## config.mk

```make
export PLATFORM = sky130hd
export DESIGN_NAME = nd_boundary_weight_scaler_unit
export DESIGN_NICKNAME = d
export VERILOG_FILES = /design/src/design/nbws_pkg.sv /design/src/design/nbws_front.sv /design/src/design/nbws_queue.sv /design/src/design/nbws_back.sv /design/src/design/nd_boundary_weight_scaler_unit.sv
export SDC_FILE = /design/constraint.sdc
export NUM_CORES = 2
export LEC_CHECK = 0
export BUFFER_PORTS_ARGS = -buffer_cell sky130_fd_sc_hd__buf_2
export CAP_MARGIN = 15
export CORE_UTILIZATION = 35
export DETAILED_ROUTE_END_ITERATION = 8
export GPL_TIMING_DRIVEN = 0
export PLACE_DENSITY = 0.6
export SYNTH_ARGS = -nofsm -noshare
export SYNTH_HDL_FRONTEND = slang
export SYNTH_SLANG_ARGS = --single-unit
export TNS_END_PERCENT = 100
```

## constraint.sdc

```tcl
create_clock -name clk_i -period 9.15 [get_ports clk_i]
set_input_delay 0 -clock clk_i [delete_from_list [all_inputs] [get_ports clk_i]]
set_output_delay 0 -clock clk_i [all_outputs]
set_load 0.01 [all_outputs]
```

## src/design/nbws_pkg.sv

```systemverilog
// ----------------------------------------------------------------------------
// nbws_pkg
// Shared types and constants of the N-dimensional boundary weight scaler.
// ----------------------------------------------------------------------------
`timescale 1ns / 1ps

package nbws_pkg;

  localparam int MaxDims = 4;
  localparam int MaxSize = 4096;
  localparam int IdxW    = $clog2(MaxSize);
  localparam int ValW    = 32;
  localparam int CntW    = 3;
  localparam int DimsW   = 3;
  localparam int SizeW   = 13;
  localparam int AddrW   = 5;
  localparam int DataW   = 32;
  localparam int RegIdxW = 3;

  // Queue between front and back
  localparam int QDepth = 2;
  localparam int QPtrW  = 1;
  localparam int QCntW  = 2;

  // Register indexes
  localparam logic [RegIdxW-1:0] RegNumDims  = 3'd0;
  localparam logic [RegIdxW-1:0] RegSizeDim0 = 3'd1;
  localparam logic [RegIdxW-1:0] RegSizeDim1 = 3'd2;
  localparam logic [RegIdxW-1:0] RegSizeDim2 = 3'd3;
  localparam logic [RegIdxW-1:0] RegSizeDim3 = 3'd4;

  localparam logic [DimsW-1:0] NumDimsReset = 3'd2;
  localparam logic [SizeW-1:0] SizeReset    = 13'd1;

  typedef struct packed {
    logic [DimsW-1:0]                num_dims;
    logic [MaxDims-1:0][SizeW-1:0]   size;
  } cfg_t;

  typedef struct packed {
    logic signed [ValW-1:0] value;
    logic [CntW-1:0]        count;
    logic                   last;
  } item_t;

endpackage

```

## src/design/nbws_front.sv

```systemverilog
// ----------------------------------------------------------------------------
// nbws_front
// Accepts elements, tracks the per-dimension indexes and classifies each one.
// ----------------------------------------------------------------------------
`timescale 1ns / 1ps

module nbws_front (
  input  logic                              clk_i,
  input  logic                              rst_ni,
  input  nbws_pkg::cfg_t                    cfg_i,
  input  logic                              push_i,
  input  logic signed [nbws_pkg::ValW-1:0]  value_i,
  input  logic                              q_full_i,
  output logic                              q_push_o,
  output nbws_pkg::item_t                   q_item_o
);

  logic [nbws_pkg::MaxDims-1:0][nbws_pkg::IdxW-1:0] idx_q, idx_d;
  logic [nbws_pkg::MaxDims-1:0][nbws_pkg::IdxW-1:0] last_w;
  logic [nbws_pkg::SizeW-1:0]                        size_m1;
  logic [nbws_pkg::DimsW-1:0]                        n_w;
  logic [nbws_pkg::CntW-1:0]                         count_w;
  logic                                              all_last_w;
  logic                                              carry_w;
  logic                                              at_last_w;
  logic                                              accept_w;

  assign accept_w = push_i && !q_full_i;

  // Clamp the dimension count and the sizes to their legal ranges
  always_comb begin
    if (cfg_i.num_dims == '0) begin
      n_w = nbws_pkg::DimsW'(1);
    end else if (cfg_i.num_dims > nbws_pkg::DimsW'(nbws_pkg::MaxDims)) begin
      n_w = nbws_pkg::DimsW'(nbws_pkg::MaxDims);
    end else begin
      n_w = cfg_i.num_dims;
    end
  end

  always_comb begin
    size_m1 = '0;
    for (int d = 0; d < nbws_pkg::MaxDims; d++) begin
      size_m1 = cfg_i.size[d] - nbws_pkg::SizeW'(1);
      if (cfg_i.size[d] == '0) begin
        last_w[d] = '0;
      end else if (cfg_i.size[d] > nbws_pkg::SizeW'(nbws_pkg::MaxSize)) begin
        last_w[d] = nbws_pkg::IdxW'(nbws_pkg::MaxSize - 1);
      end else begin
        last_w[d] = size_m1[nbws_pkg::IdxW-1:0];
      end
    end
  end

  // Count boundaries and advance the index odometer
  always_comb begin
    idx_d      = idx_q;
    count_w    = '0;
    all_last_w = 1'b1;
    carry_w    = 1'b1;
    at_last_w  = 1'b0;
    for (int d = 0; d < nbws_pkg::MaxDims; d++) begin
      if (nbws_pkg::DimsW'(d) >= n_w) begin
        idx_d[d] = '0;
      end else begin
        at_last_w = idx_q[d] >= last_w[d];
        if (idx_q[d] == '0 || at_last_w) begin
          count_w = count_w + nbws_pkg::CntW'(1);
        end
        if (!at_last_w) begin
          all_last_w = 1'b0;
        end
        if (carry_w) begin
          if (at_last_w) begin
            idx_d[d] = '0;
          end else begin
            idx_d[d] = idx_q[d] + nbws_pkg::IdxW'(1);
            carry_w  = 1'b0;
          end
        end
      end
    end
  end

  always_ff @(posedge clk_i or negedge rst_ni) begin
    if (!rst_ni) begin
      idx_q <= '0;
    end else if (accept_w) begin
      idx_q <= idx_d;
    end
  end

  assign q_push_o       = accept_w;
  assign q_item_o.value = value_i;
  assign q_item_o.count = count_w;
  assign q_item_o.last  = all_last_w;

endmodule

```

## src/design/nbws_queue.sv

```systemverilog
// ----------------------------------------------------------------------------
// nbws_queue
// Two-entry queue that decouples the classifier from the divider.
// ----------------------------------------------------------------------------
`timescale 1ns / 1ps

module nbws_queue (
  input  logic            clk_i,
  input  logic            rst_ni,
  input  logic            push_i,
  input  nbws_pkg::item_t wdata_i,
  output logic            full_o,
  input  logic            pop_i,
  output logic            empty_o,
  output nbws_pkg::item_t rdata_o
);

  nbws_pkg::item_t                mem_q [nbws_pkg::QDepth];
  logic [nbws_pkg::QPtrW-1:0]     wr_ptr_q, rd_ptr_q;
  logic [nbws_pkg::QCntW-1:0]     cnt_q, cnt_d;
  logic                           do_push, do_pop;

  assign full_o  = cnt_q == nbws_pkg::QCntW'(nbws_pkg::QDepth);
  assign empty_o = cnt_q == '0;
  assign do_push = push_i && !full_o;
  assign do_pop  = pop_i && !empty_o;
  assign rdata_o = mem_q[rd_ptr_q];

  always_comb begin
    cnt_d = cnt_q;
    if (do_push && !do_pop) begin
      cnt_d = cnt_q + nbws_pkg::QCntW'(1);
    end else if (do_pop && !do_push) begin
      cnt_d = cnt_q - nbws_pkg::QCntW'(1);
    end
  end

  always_ff @(posedge clk_i or negedge rst_ni) begin
    if (!rst_ni) begin
      wr_ptr_q <= '0;
      rd_ptr_q <= '0;
      cnt_q    <= '0;
    end else begin
      cnt_q <= cnt_d;
      if (do_push) begin
        wr_ptr_q <= wr_ptr_q + nbws_pkg::QPtrW'(1);
      end
      if (do_pop) begin
        rd_ptr_q <= rd_ptr_q + nbws_pkg::QPtrW'(1);
      end
    end
  end

  always_ff @(posedge clk_i) begin
    if (do_push) begin
      mem_q[wr_ptr_q] <= wdata_i;
    end
  end

endmodule

```

## src/design/nbws_back.sv

```systemverilog
// ----------------------------------------------------------------------------
// nbws_back
// Divides each element by its nonzero boundary count and holds the result.
// ----------------------------------------------------------------------------
`timescale 1ns / 1ps

module nbws_back (
  input  logic                              clk_i,
  input  logic                              rst_ni,
  input  logic                              q_empty_i,
  input  nbws_pkg::item_t                   q_item_i,
  output logic                              q_pop_o,
  output logic                              empty_o,
  input  logic                              pop_i,
  output logic signed [nbws_pkg::ValW-1:0]  value_o,
  output logic [nbws_pkg::CntW-1:0]         count_o,
  output logic                              last_o
);

  localparam logic [nbws_pkg::ValW-1:0] Recip3 = 32'hAAAA_AAAB;

  // Stage 1: magnitude and sign
  logic                        s1_valid_q;
  logic [nbws_pkg::ValW-1:0]   s1_mag_q;
  logic                        s1_neg_q;
  logic [nbws_pkg::CntW-1:0]   s1_cnt_q;
  logic                        s1_last_q;

  // Stage 2: result register
  logic                              out_valid_q;
  logic signed [nbws_pkg::ValW-1:0]  out_value_q;
  logic [nbws_pkg::CntW-1:0]         out_cnt_q;
  logic                              out_last_q;

  logic                              out_free, s1_move, s1_load;
  logic [nbws_pkg::ValW-1:0]         in_neg;
  logic [2*nbws_pkg::ValW-1:0]       prod;
  logic [nbws_pkg::ValW-1:0]         quot;
  logic [nbws_pkg::ValW-1:0]         res;

  assign out_free = !out_valid_q || pop_i;
  assign s1_move  = s1_valid_q && out_free;
  assign s1_load  = !q_empty_i && (!s1_valid_q || s1_move);
  assign q_pop_o  = s1_load;
  assign in_neg   = -q_item_i.value;

  // Divide by one to four (a count of zero passes through): shifts, or reciprocal multiply for three
  always_comb begin
    prod = s1_mag_q * Recip3;
    case (s1_cnt_q)
      nbws_pkg::CntW'(2): quot = s1_mag_q >> 1;
      nbws_pkg::CntW'(3): quot = {1'b0, prod[2*nbws_pkg::ValW-1:nbws_pkg::ValW+1]};
      nbws_pkg::CntW'(4): quot = s1_mag_q >> 2;
      default:            quot = s1_mag_q;
    endcase
    res = s1_neg_q ? -quot : quot;
  end

  always_ff @(posedge clk_i or negedge rst_ni) begin
    if (!rst_ni) begin
      s1_valid_q  <= 1'b0;
      out_valid_q <= 1'b0;
    end else begin
      if (s1_load) begin
        s1_valid_q <= 1'b1;
      end else if (s1_move) begin
        s1_valid_q <= 1'b0;
      end
      if (s1_move) begin
        out_valid_q <= 1'b1;
      end else if (pop_i) begin
        out_valid_q <= 1'b0;
      end
    end
  end

  always_ff @(posedge clk_i) begin
    if (s1_load) begin
      s1_mag_q  <= q_item_i.value[nbws_pkg::ValW-1] ? in_neg : q_item_i.value;
      s1_neg_q  <= q_item_i.value[nbws_pkg::ValW-1];
      s1_cnt_q  <= q_item_i.count;
      s1_last_q <= q_item_i.last;
    end
    if (s1_move) begin
      out_value_q <= res;
      out_cnt_q   <= s1_cnt_q;
      out_last_q  <= s1_last_q;
    end
  end

  assign empty_o = !out_valid_q;
  assign value_o = out_value_q;
  assign count_o = out_cnt_q;
  assign last_o  = out_last_q;

endmodule

```

## src/design/nd_boundary_weight_scaler_unit.sv

```systemverilog
// ----------------------------------------------------------------------------
// nd_boundary_weight_scaler_unit
// Streams an N-dimensional array and scales each element by its boundary count.
// ----------------------------------------------------------------------------
// Usage:
//   Input channel: drive element_value_i with push high; a transfer happens
//   at a rising edge with push high and full low. Elements arrive in
//   row-major order, dimension 0 fastest.
//   Result channel: while empty is low the oldest result sits on
//   scaled_value_o, boundary_count_o and array_end_o; pop high at a rising
//   edge completes the transfer. array_end_o marks the last element.
//   Configuration: APB writes at 4*i set num_dims and the four sizes; write
//   only while no element is in flight. pready is tied high.
//   Path: queue, stage-1 register, result register. Throughput: one element
//   per cycle while full is low, set by the front classifier and the two-stage
//   divide pipeline, which both take one element per cycle when not stalled.
//   Reset: index counters clear, the queue and result register empty,
//   num_dims returns to 2 and all sizes to 1.
//   Stall: when pop stays low the result holds; the pipeline and the
//   two-entry queue fill, and full rises after four elements are waiting.
// ----------------------------------------------------------------------------
`timescale 1ns / 1ps

module nd_boundary_weight_scaler_unit (
  input  logic                               clk_i,
  input  logic                               rst_ni,
  // Input channel
  input  logic                               push,
  output logic                               full,
  input  logic signed [nbws_pkg::ValW-1:0]   element_value_i,
  // Result channel
  output logic                               empty,
  input  logic                               pop,
  output logic signed [nbws_pkg::ValW-1:0]   scaled_value_o,
  output logic [nbws_pkg::CntW-1:0]          boundary_count_o,
  output logic                               array_end_o,
  // Configuration
  input  logic                               psel,
  input  logic                               penable,
  input  logic                               pwrite,
  input  logic [nbws_pkg::AddrW-1:0]         paddr,
  input  logic [nbws_pkg::DataW-1:0]         pwdata,
  output logic [nbws_pkg::DataW-1:0]         prdata,
  output logic                               pready
);

  nbws_pkg::cfg_t                  cfg_q;
  logic                            cfg_wr;
  logic [nbws_pkg::RegIdxW-1:0]    reg_idx;

  logic                            q_push, q_full, q_pop, q_empty;
  nbws_pkg::item_t                 q_wdata, q_rdata;

  assign pready  = 1'b1;
  assign cfg_wr  = psel && penable && pwrite && pready;
  assign reg_idx = paddr[nbws_pkg::AddrW-1:2];

  // Register writes; unknown indexes are dropped
  always_ff @(posedge clk_i or negedge rst_ni) begin
    if (!rst_ni) begin
      cfg_q.num_dims <= nbws_pkg::NumDimsReset;
      for (int d = 0; d < nbws_pkg::MaxDims; d++) begin
        cfg_q.size[d] <= nbws_pkg::SizeReset;
      end
    end else if (cfg_wr) begin
      unique case (reg_idx)
        nbws_pkg::RegNumDims:  cfg_q.num_dims <= pwdata[nbws_pkg::DimsW-1:0];
        nbws_pkg::RegSizeDim0: cfg_q.size[0]  <= pwdata[nbws_pkg::SizeW-1:0];
        nbws_pkg::RegSizeDim1: cfg_q.size[1]  <= pwdata[nbws_pkg::SizeW-1:0];
        nbws_pkg::RegSizeDim2: cfg_q.size[2]  <= pwdata[nbws_pkg::SizeW-1:0];
        nbws_pkg::RegSizeDim3: cfg_q.size[3]  <= pwdata[nbws_pkg::SizeW-1:0];
        default: ;
      endcase
    end
  end

  // Register read-back
  always_comb begin
    unique case (reg_idx)
      nbws_pkg::RegNumDims:  prdata = nbws_pkg::DataW'(cfg_q.num_dims);
      nbws_pkg::RegSizeDim0: prdata = nbws_pkg::DataW'(cfg_q.size[0]);
      nbws_pkg::RegSizeDim1: prdata = nbws_pkg::DataW'(cfg_q.size[1]);
      nbws_pkg::RegSizeDim2: prdata = nbws_pkg::DataW'(cfg_q.size[2]);
      nbws_pkg::RegSizeDim3: prdata = nbws_pkg::DataW'(cfg_q.size[3]);
      default:               prdata = '0;
    endcase
  end

  // Front: index tracking and boundary classification
  nbws_front u_front (
    .clk_i    (clk_i),
    .rst_ni   (rst_ni),
    .cfg_i    (cfg_q),
    .push_i   (push),
    .value_i  (element_value_i),
    .q_full_i (q_full),
    .q_push_o (q_push),
    .q_item_o (q_wdata)
  );

  assign full = q_full;

  // Queue between front and back
  nbws_queue u_queue (
    .clk_i   (clk_i),
    .rst_ni  (rst_ni),
    .push_i  (q_push),
    .wdata_i (q_wdata),
    .full_o  (q_full),
    .pop_i   (q_pop),
    .empty_o (q_empty),
    .rdata_o (q_rdata)
  );

  // Back: divide and hold the result for the receiver
  nbws_back u_back (
    .clk_i     (clk_i),
    .rst_ni    (rst_ni),
    .q_empty_i (q_empty),
    .q_item_i  (q_rdata),
    .q_pop_o   (q_pop),
    .empty_o   (empty),
    .pop_i     (pop),
    .value_o   (scaled_value_o),
    .count_o   (boundary_count_o),
    .last_o    (array_end_o)
  );

endmodule

```

== Word level (Yosys, flattened, before mapping) ==
Memory sizes are Yosys's and may differ from the RTL's.
Cells that the tools add are included.
Cells by class
  multiply operators: 1
  reductions and logical operators: 46
  add/subtract/negate cells: 17
  magnitude comparators: 13
  equality and inequality tests: 8
  multiplexer cells: 55
Operator list (count)
  12-bit 2-to-1 mux: 19
  32-bit one-hot mux with 3 select lines: 1
  13-bit one-hot mux with 5 select lines: 1
  32-bit by 32-bit multiplier with 64-bit output (second input constant): 1
  32-bit negator: 2
  13-bit > comparator (second input constant): 4
  13-bit logical NOT: 4
  12-bit by 1-bit adder with 12-bit output (second input constant): 4
  12-bit greater-or-equal comparator: 4
  12-bit logical NOT: 4
  12-bit by 1-bit subtractor with 12-bit output (second input constant): 4
  32-bit 2-to-1 mux: 1
  31-bit 2-to-1 mux: 1
  3-bit 2-to-1 mux: 9
  1-bit 2-to-1 mux: 21
  2-bit AND reduction: 8
  3-bit by 2-bit == test with 1-bit output (second input constant): 4
  2-bit nonzero test: 6
  3-bit by 1-bit adder with 3-bit output (second input constant): 3
  1-bit logical AND: 9
  3-bit == test (second input constant): 2
  1-bit by 3-bit greater-or-equal comparator with 1-bit output (first input constant): 2
  2-bit by 3-bit greater-or-equal comparator with 1-bit output (first input constant): 2
  1-bit logical NOT: 6
  other kinds (10): 18
Storage, ports and cells
  output and inout port bits: 71
  bits in writable memories: 72
  bits of input ports: 76
  register bits: 182
  memories kept: 1
  word-level logic and storage cells: 163
Memory list
  u_queue.mem_q: words 2, width 36, rd ports 1, clocked after memory_dff 0, write ports 1, line nbws_queue.sv:18  | nbws_pkg::item_t mem_q [nbws_pkg::QDepth];

== Longest topological paths before layout ==
  depth in word-level cells: 16
  depth in mapped cells: 31
  gate-level depth less buffers: 31

== Hierarchy ==
From an unflattened synthesis, not the netlist that was laid out.
Second synthesis, totals
  cell total of the unflattened synthesis: 3315
  area, all modules: 32825.2 um^2
By module, submodules not included
  nbws_back: instances 1, cells an instance 2290, area each 21838.4 um^2
  nbws_front: instances 1, cells an instance 695, area each 5343.9 um^2
  nbws_queue: instances 1, cells an instance 131, area each 2944.1 um^2
  nd_boundary_weight_scaler_unit: instances 1, cells an instance 199, area each 2698.8 um^2

== Worst setup path after synthesis ==
Ideal clock, no wire load.
  kind: reg-to-reg
  start point: register u_back.s1_mag_q[1] in the netlist's numbering
  end point: register u_back.out_value_q, in the netlist u_back.value_o[31] (data pin)
  slack: 1120 ps
  data arrival time: 7764 ps
  stages on the path, launching flop included: 26
  library setup time: 266 ps
  path buffers: 1
  clock period less this slack: 8030 ps
  required time: 8884 ps
  path through: edfxtp_1 > ha_1 > xor2_1 > ha_1 > or2_2 > fa_1 > fa_1 > fa_1 > fa_1 > fa_1 > inv_1 > fa_1 > inv_1 > ha_1 > buf_6 > nand4_2 > or2_1 > or3_4 > a2111oi_4 > or3_1 > a21oi_1 > or4_4 > nor4_4 > nand4_2 > o31ai_2 > xor2_1
On the way
  longest elaborated chain between the ends: 4
Ends and longest elaborated chain
  start: declaration: line nbws_back.sv:24  | logic [nbws_pkg::ValW-1:0] s1_mag_q;
  start signal: assignment: line nbws_back.sv:79  | s1_mag_q <= q_item_i.value[nbws_pkg::ValW-1] ? in_neg : q_item_i.value;
  32-bit by 32-bit multiplier with 64-bit output: line nbws_back.sv:49  | prod = s1_mag_q * Recip3;
  32-bit one-hot mux with 3 select lines *: line nbws_back.sv:50  | case (s1_cnt_q)
  32-bit negator *: line nbws_back.sv:56  | res = s1_neg_q ? -quot : quot;
  32-bit 2-to-1 mux *: line nbws_back.sv:56
  named net u_back.res, one bit: line nbws_back.sv:39  | logic [nbws_pkg::ValW-1:0] res;
  end signal: assignment: line nbws_back.sv:85  | out_value_q <= res;
  end: declaration: line nbws_back.sv:31  | logic signed [nbws_pkg::ValW-1:0] out_value_q;
Mark *: on every way through the listed nets, which the timed path passes. The rest lies on a longest branch.
A chain may end at the register's enable or synchronous reset.

== Worst setup path after layout ==
  start point: register u_back.s1_mag_q[18] in the netlist's numbering
  end point: register u_back.out_value_q, in the netlist u_back.value_o[31] (data pin)
The elaborated chain is that of the path after synthesis.

==> flow_summary.json <==
{
  "status": "finished clean",
  "rrSetupSlack_ns": 0.32,
  "slew_violations": 0,
  "worstSetupPathType": "reg2reg",
  "antenna_cells": 0,
  "synth_cells": 3402,
  "ant_nets": 0,
  "cp.required_ns": 9.46,
  "worst_slew_pin_slew_ns": 1.10,
  "h-tree-depth": 1,
  "regArea_um2": 7090,
  "r2r-end": "u_back.value_o[31]$_DFFE_PP_",
  "worst-endpoint-arrival_ns": 9.14,
  "io_buffers": 105,
  "grt_pass1_wl_um": 159000,
  "r2r_start": "u_back.s1_mag_q[18]$_DFFE_PP_",
  "fmax_ghz": 0.113,
  "fill_cells": 9263,
  "nets": 4524,
  "min_path_cells": 4,
  "synth_flop_cell": "edfxtp_1",
  "cts_max_path_buffers": 3,
  "post_drt_wl_per_cell_um": 20.8,
  "fin_crit_sh_pct": 96.5,
  "syn_area_per_cell_um2": 9.65,
  "syn_area_um2": 32800,
  "grt_usage_pct": 22.0,
  "wirelength_um": 103000,
  "final_area_um2": 37200,
  "cts_tree": "done",
  "clockRootBuffer": "clkbuf_16",
  "yosys.cell_types.count": 102,
  "hold_viol": 0,
  "yosysWarningCount": 0,
  "yosys_register_bits": 254,
  "die_y_um": 308,
  "ios": 147,
  "setup_viol": 0,
  "grt_pass1_vias": 26500,
  "r2r_cells": 24,
  "cts.sink_count": 254,
  "antenna_found_initial": 1,
  "fin_skew_ns": 0.0431,
  "slew_headroom_pct": 25.4,
  "routabilityCongestion": 0.954,
  "min_period_ns": 8.83,
  "cts_buffers": 27,
  "cp-start-kind": "register",
  "vias_per_cell": 5.25,
  "dr.pass1.iters": 7,
  "die_w_um": 308,
  "maxCapViolations": 0,
  "start_util_pct": 35.6,
  "critPathMaxFanout": 7,
  "clk_latency_ns": 0.57,
  "areaGrowthSynthToFinish_pct": 13.2,
  "synthArstFlopShare_pct": 42.9,
  "grt_max_degree": 93,
  "seq_area_frac_synth_pct": 21.6,
  "path_clk_slew_ns": 0.06,
  "placed_area_um2": 35100,
  "core_um2": 92200,
  "grt_setup_unrepaired": "no",
  "drive_above_1_share_pct": 10.9,
  "die-area_um2": 95000,
  "hpwl_um": 84700,
  "drc": 0,
  "routed-via-count": 25900,
  "overflow": 0,
  "cp-end-kind": "register",
  "utilization_pct": 40.3,
  "drtIter0Drc": 1933,
  "synth_edf_count": 145,
  "holdPathEnd": "cfg_q[41]$_DFFE_PN0P_",
  "holdCritStartpoint": "penable",
  "hp-class": "in2reg",
  "num_rows": 111,
  "multiInputGateArea_um2": 23200
}
[placed cells by master (no fill, tap or decap), types with 67 or more instances in the layout]
cell / count
nand2_1: 277
buf_2: 106
a21oi_1: 146
fa_1: 361
edfxtp_1: 145
mux2_2: 68
ha_1: 421
clkbuf_1: 79
buf_4: 74
dfrtp_1: 104
o21ai_0: 164
inv_1: 577
xnor2_1: 67
nor2_1: 145
[per-stage QoR]
stage	setup TNS [ns]	worst slack, ns	hold slack (ns)	std cells
after floorplan	0	1.12	-0.296	3420
after global placement	-7.94	-0.537	0.189	4768
after detailed placement	-8.10	-0.551	-0.143	4772
after CTS	0	0.0480	0.000718	4923
after global routing	0	0.0159	0.0377	4929
final	0	0.317	0.0283	4929
[Yosys cell counts, drive strengths merged (49+ instances only)]
cell type	number	area share, %
fa	361	22
nand2b	51	0.99
a21oi	147	2.2
nand3	52	0.79
xor2	62	1.7
mux2	68	2.3
ha	421	16
xnor2	67	1.8
inv	577	6.6
dfrtp	104	7.9
edfxtp	145	13
nand2	278	3.2
o21ai	173	2.6
nand4	49	1.0
nor2	147	1.7
clkbuf	83	1.1
[cells by family after synthesis]
family	synth area share, %
AND/OR/NAND/NOR	12.1
adder cells (fa/ha/maj)	38.1
buffers and inverters	8.55
AO/OA/AOI/OAI	12.7
flip-flops	21.6
XOR/XNOR	3.44
multiplexers	3.50
other	0.0229
[metal layers]
layer / vias up / share of wire [%] / GRT usage (%)
met5: - / 0 / 0
met1: 12700 / 43 / 29.0
li1: 12100 / - / -
met4: 0 / 4.4 / 8.05
met2: 837 / 47 / 37.1
met3: 201 / 5.8 / 2.40
[sequential cells by signal, summed over array words and instances, names as in the netlist, 2 cells and up]
register,count
u_back.s1_mag_q,32
u_front.idx_q,48
u_back.value_o,32
u_back.count_o,3
cfg_q,55
u_queue.mem_q,72
u_queue.cnt_q,2
u_back.s1_cnt_q,3
[final cells by class]
cell class              count  area share, %
clock inverters             9          0.273
plain buffers             118           1.71
inverters                 577           5.83
repair buffers            219           4.43
well taps                1243           4.18
multi-input cells        2469           62.4
flip-flops and latches    254           19.1
clock buffers              40           2.11
[critical path, cell delays in order (launching register included)]
cell and delay, ns:
edfxtp_1 0.53, ha_1 0.46, fa_1 0.64, inv_1 0.10, fa_1 0.54, inv_1 0.05, fa_1 0.47, fa_1 0.61
fa_1 0.44, fa_1 0.49, inv_1 0.05, fa_1 0.60, inv_1 0.07, ha_1 0.42, nand4_2 0.14, or2_1 0.29
or3_4 0.39, a2111oi_4 0.44, or3_1 0.28, a21oi_1 0.09, or4_4 0.58, nor4_4 0.35, nand4_2 0.18, o31ai_2 0.27
xor2_1 0.12
[worst max path at each step]
stage                                  startpoint                            to  slack (ns)  cells after the start
finish              u_back.s1_mag_q[18]$_DFFE_PP_  u_back.value_o[31]$_DFFE_PP_        0.32                     24
global route         u_back.s1_mag_q[3]$_DFFE_PP_  u_back.value_o[31]$_DFFE_PP_        0.02                     28
CTS                 u_back.s1_mag_q[14]$_DFFE_PP_  u_back.value_o[24]$_DFFE_PP_        0.05                     26
detailed placement  u_back.s1_mag_q[12]$_DFFE_PP_  u_back.value_o[31]$_DFFE_PP_       -0.55                     26
global placement    u_back.s1_mag_q[12]$_DFFE_PP_  u_back.value_o[31]$_DFFE_PP_       -0.54                     26
floorplan            u_back.s1_mag_q[1]$_DFFE_PP_  u_back.value_o[31]$_DFFE_PP_        1.12                     25
[timing repair]
| action | in CTS | in global routing |
|---|---|---|
| hold buffers | 52 | 0 |
| resized for setup | 4 | 29 |
| buffers inserted | 50 | 8 |
| endpoints found under the setup margin | 24 | 24 |
| endpoints found under the hold margin | 230 | 0 |
Power is not shown: default switching activity piles up to over one toggle a cycle in this logic, so the estimate is an artifact.
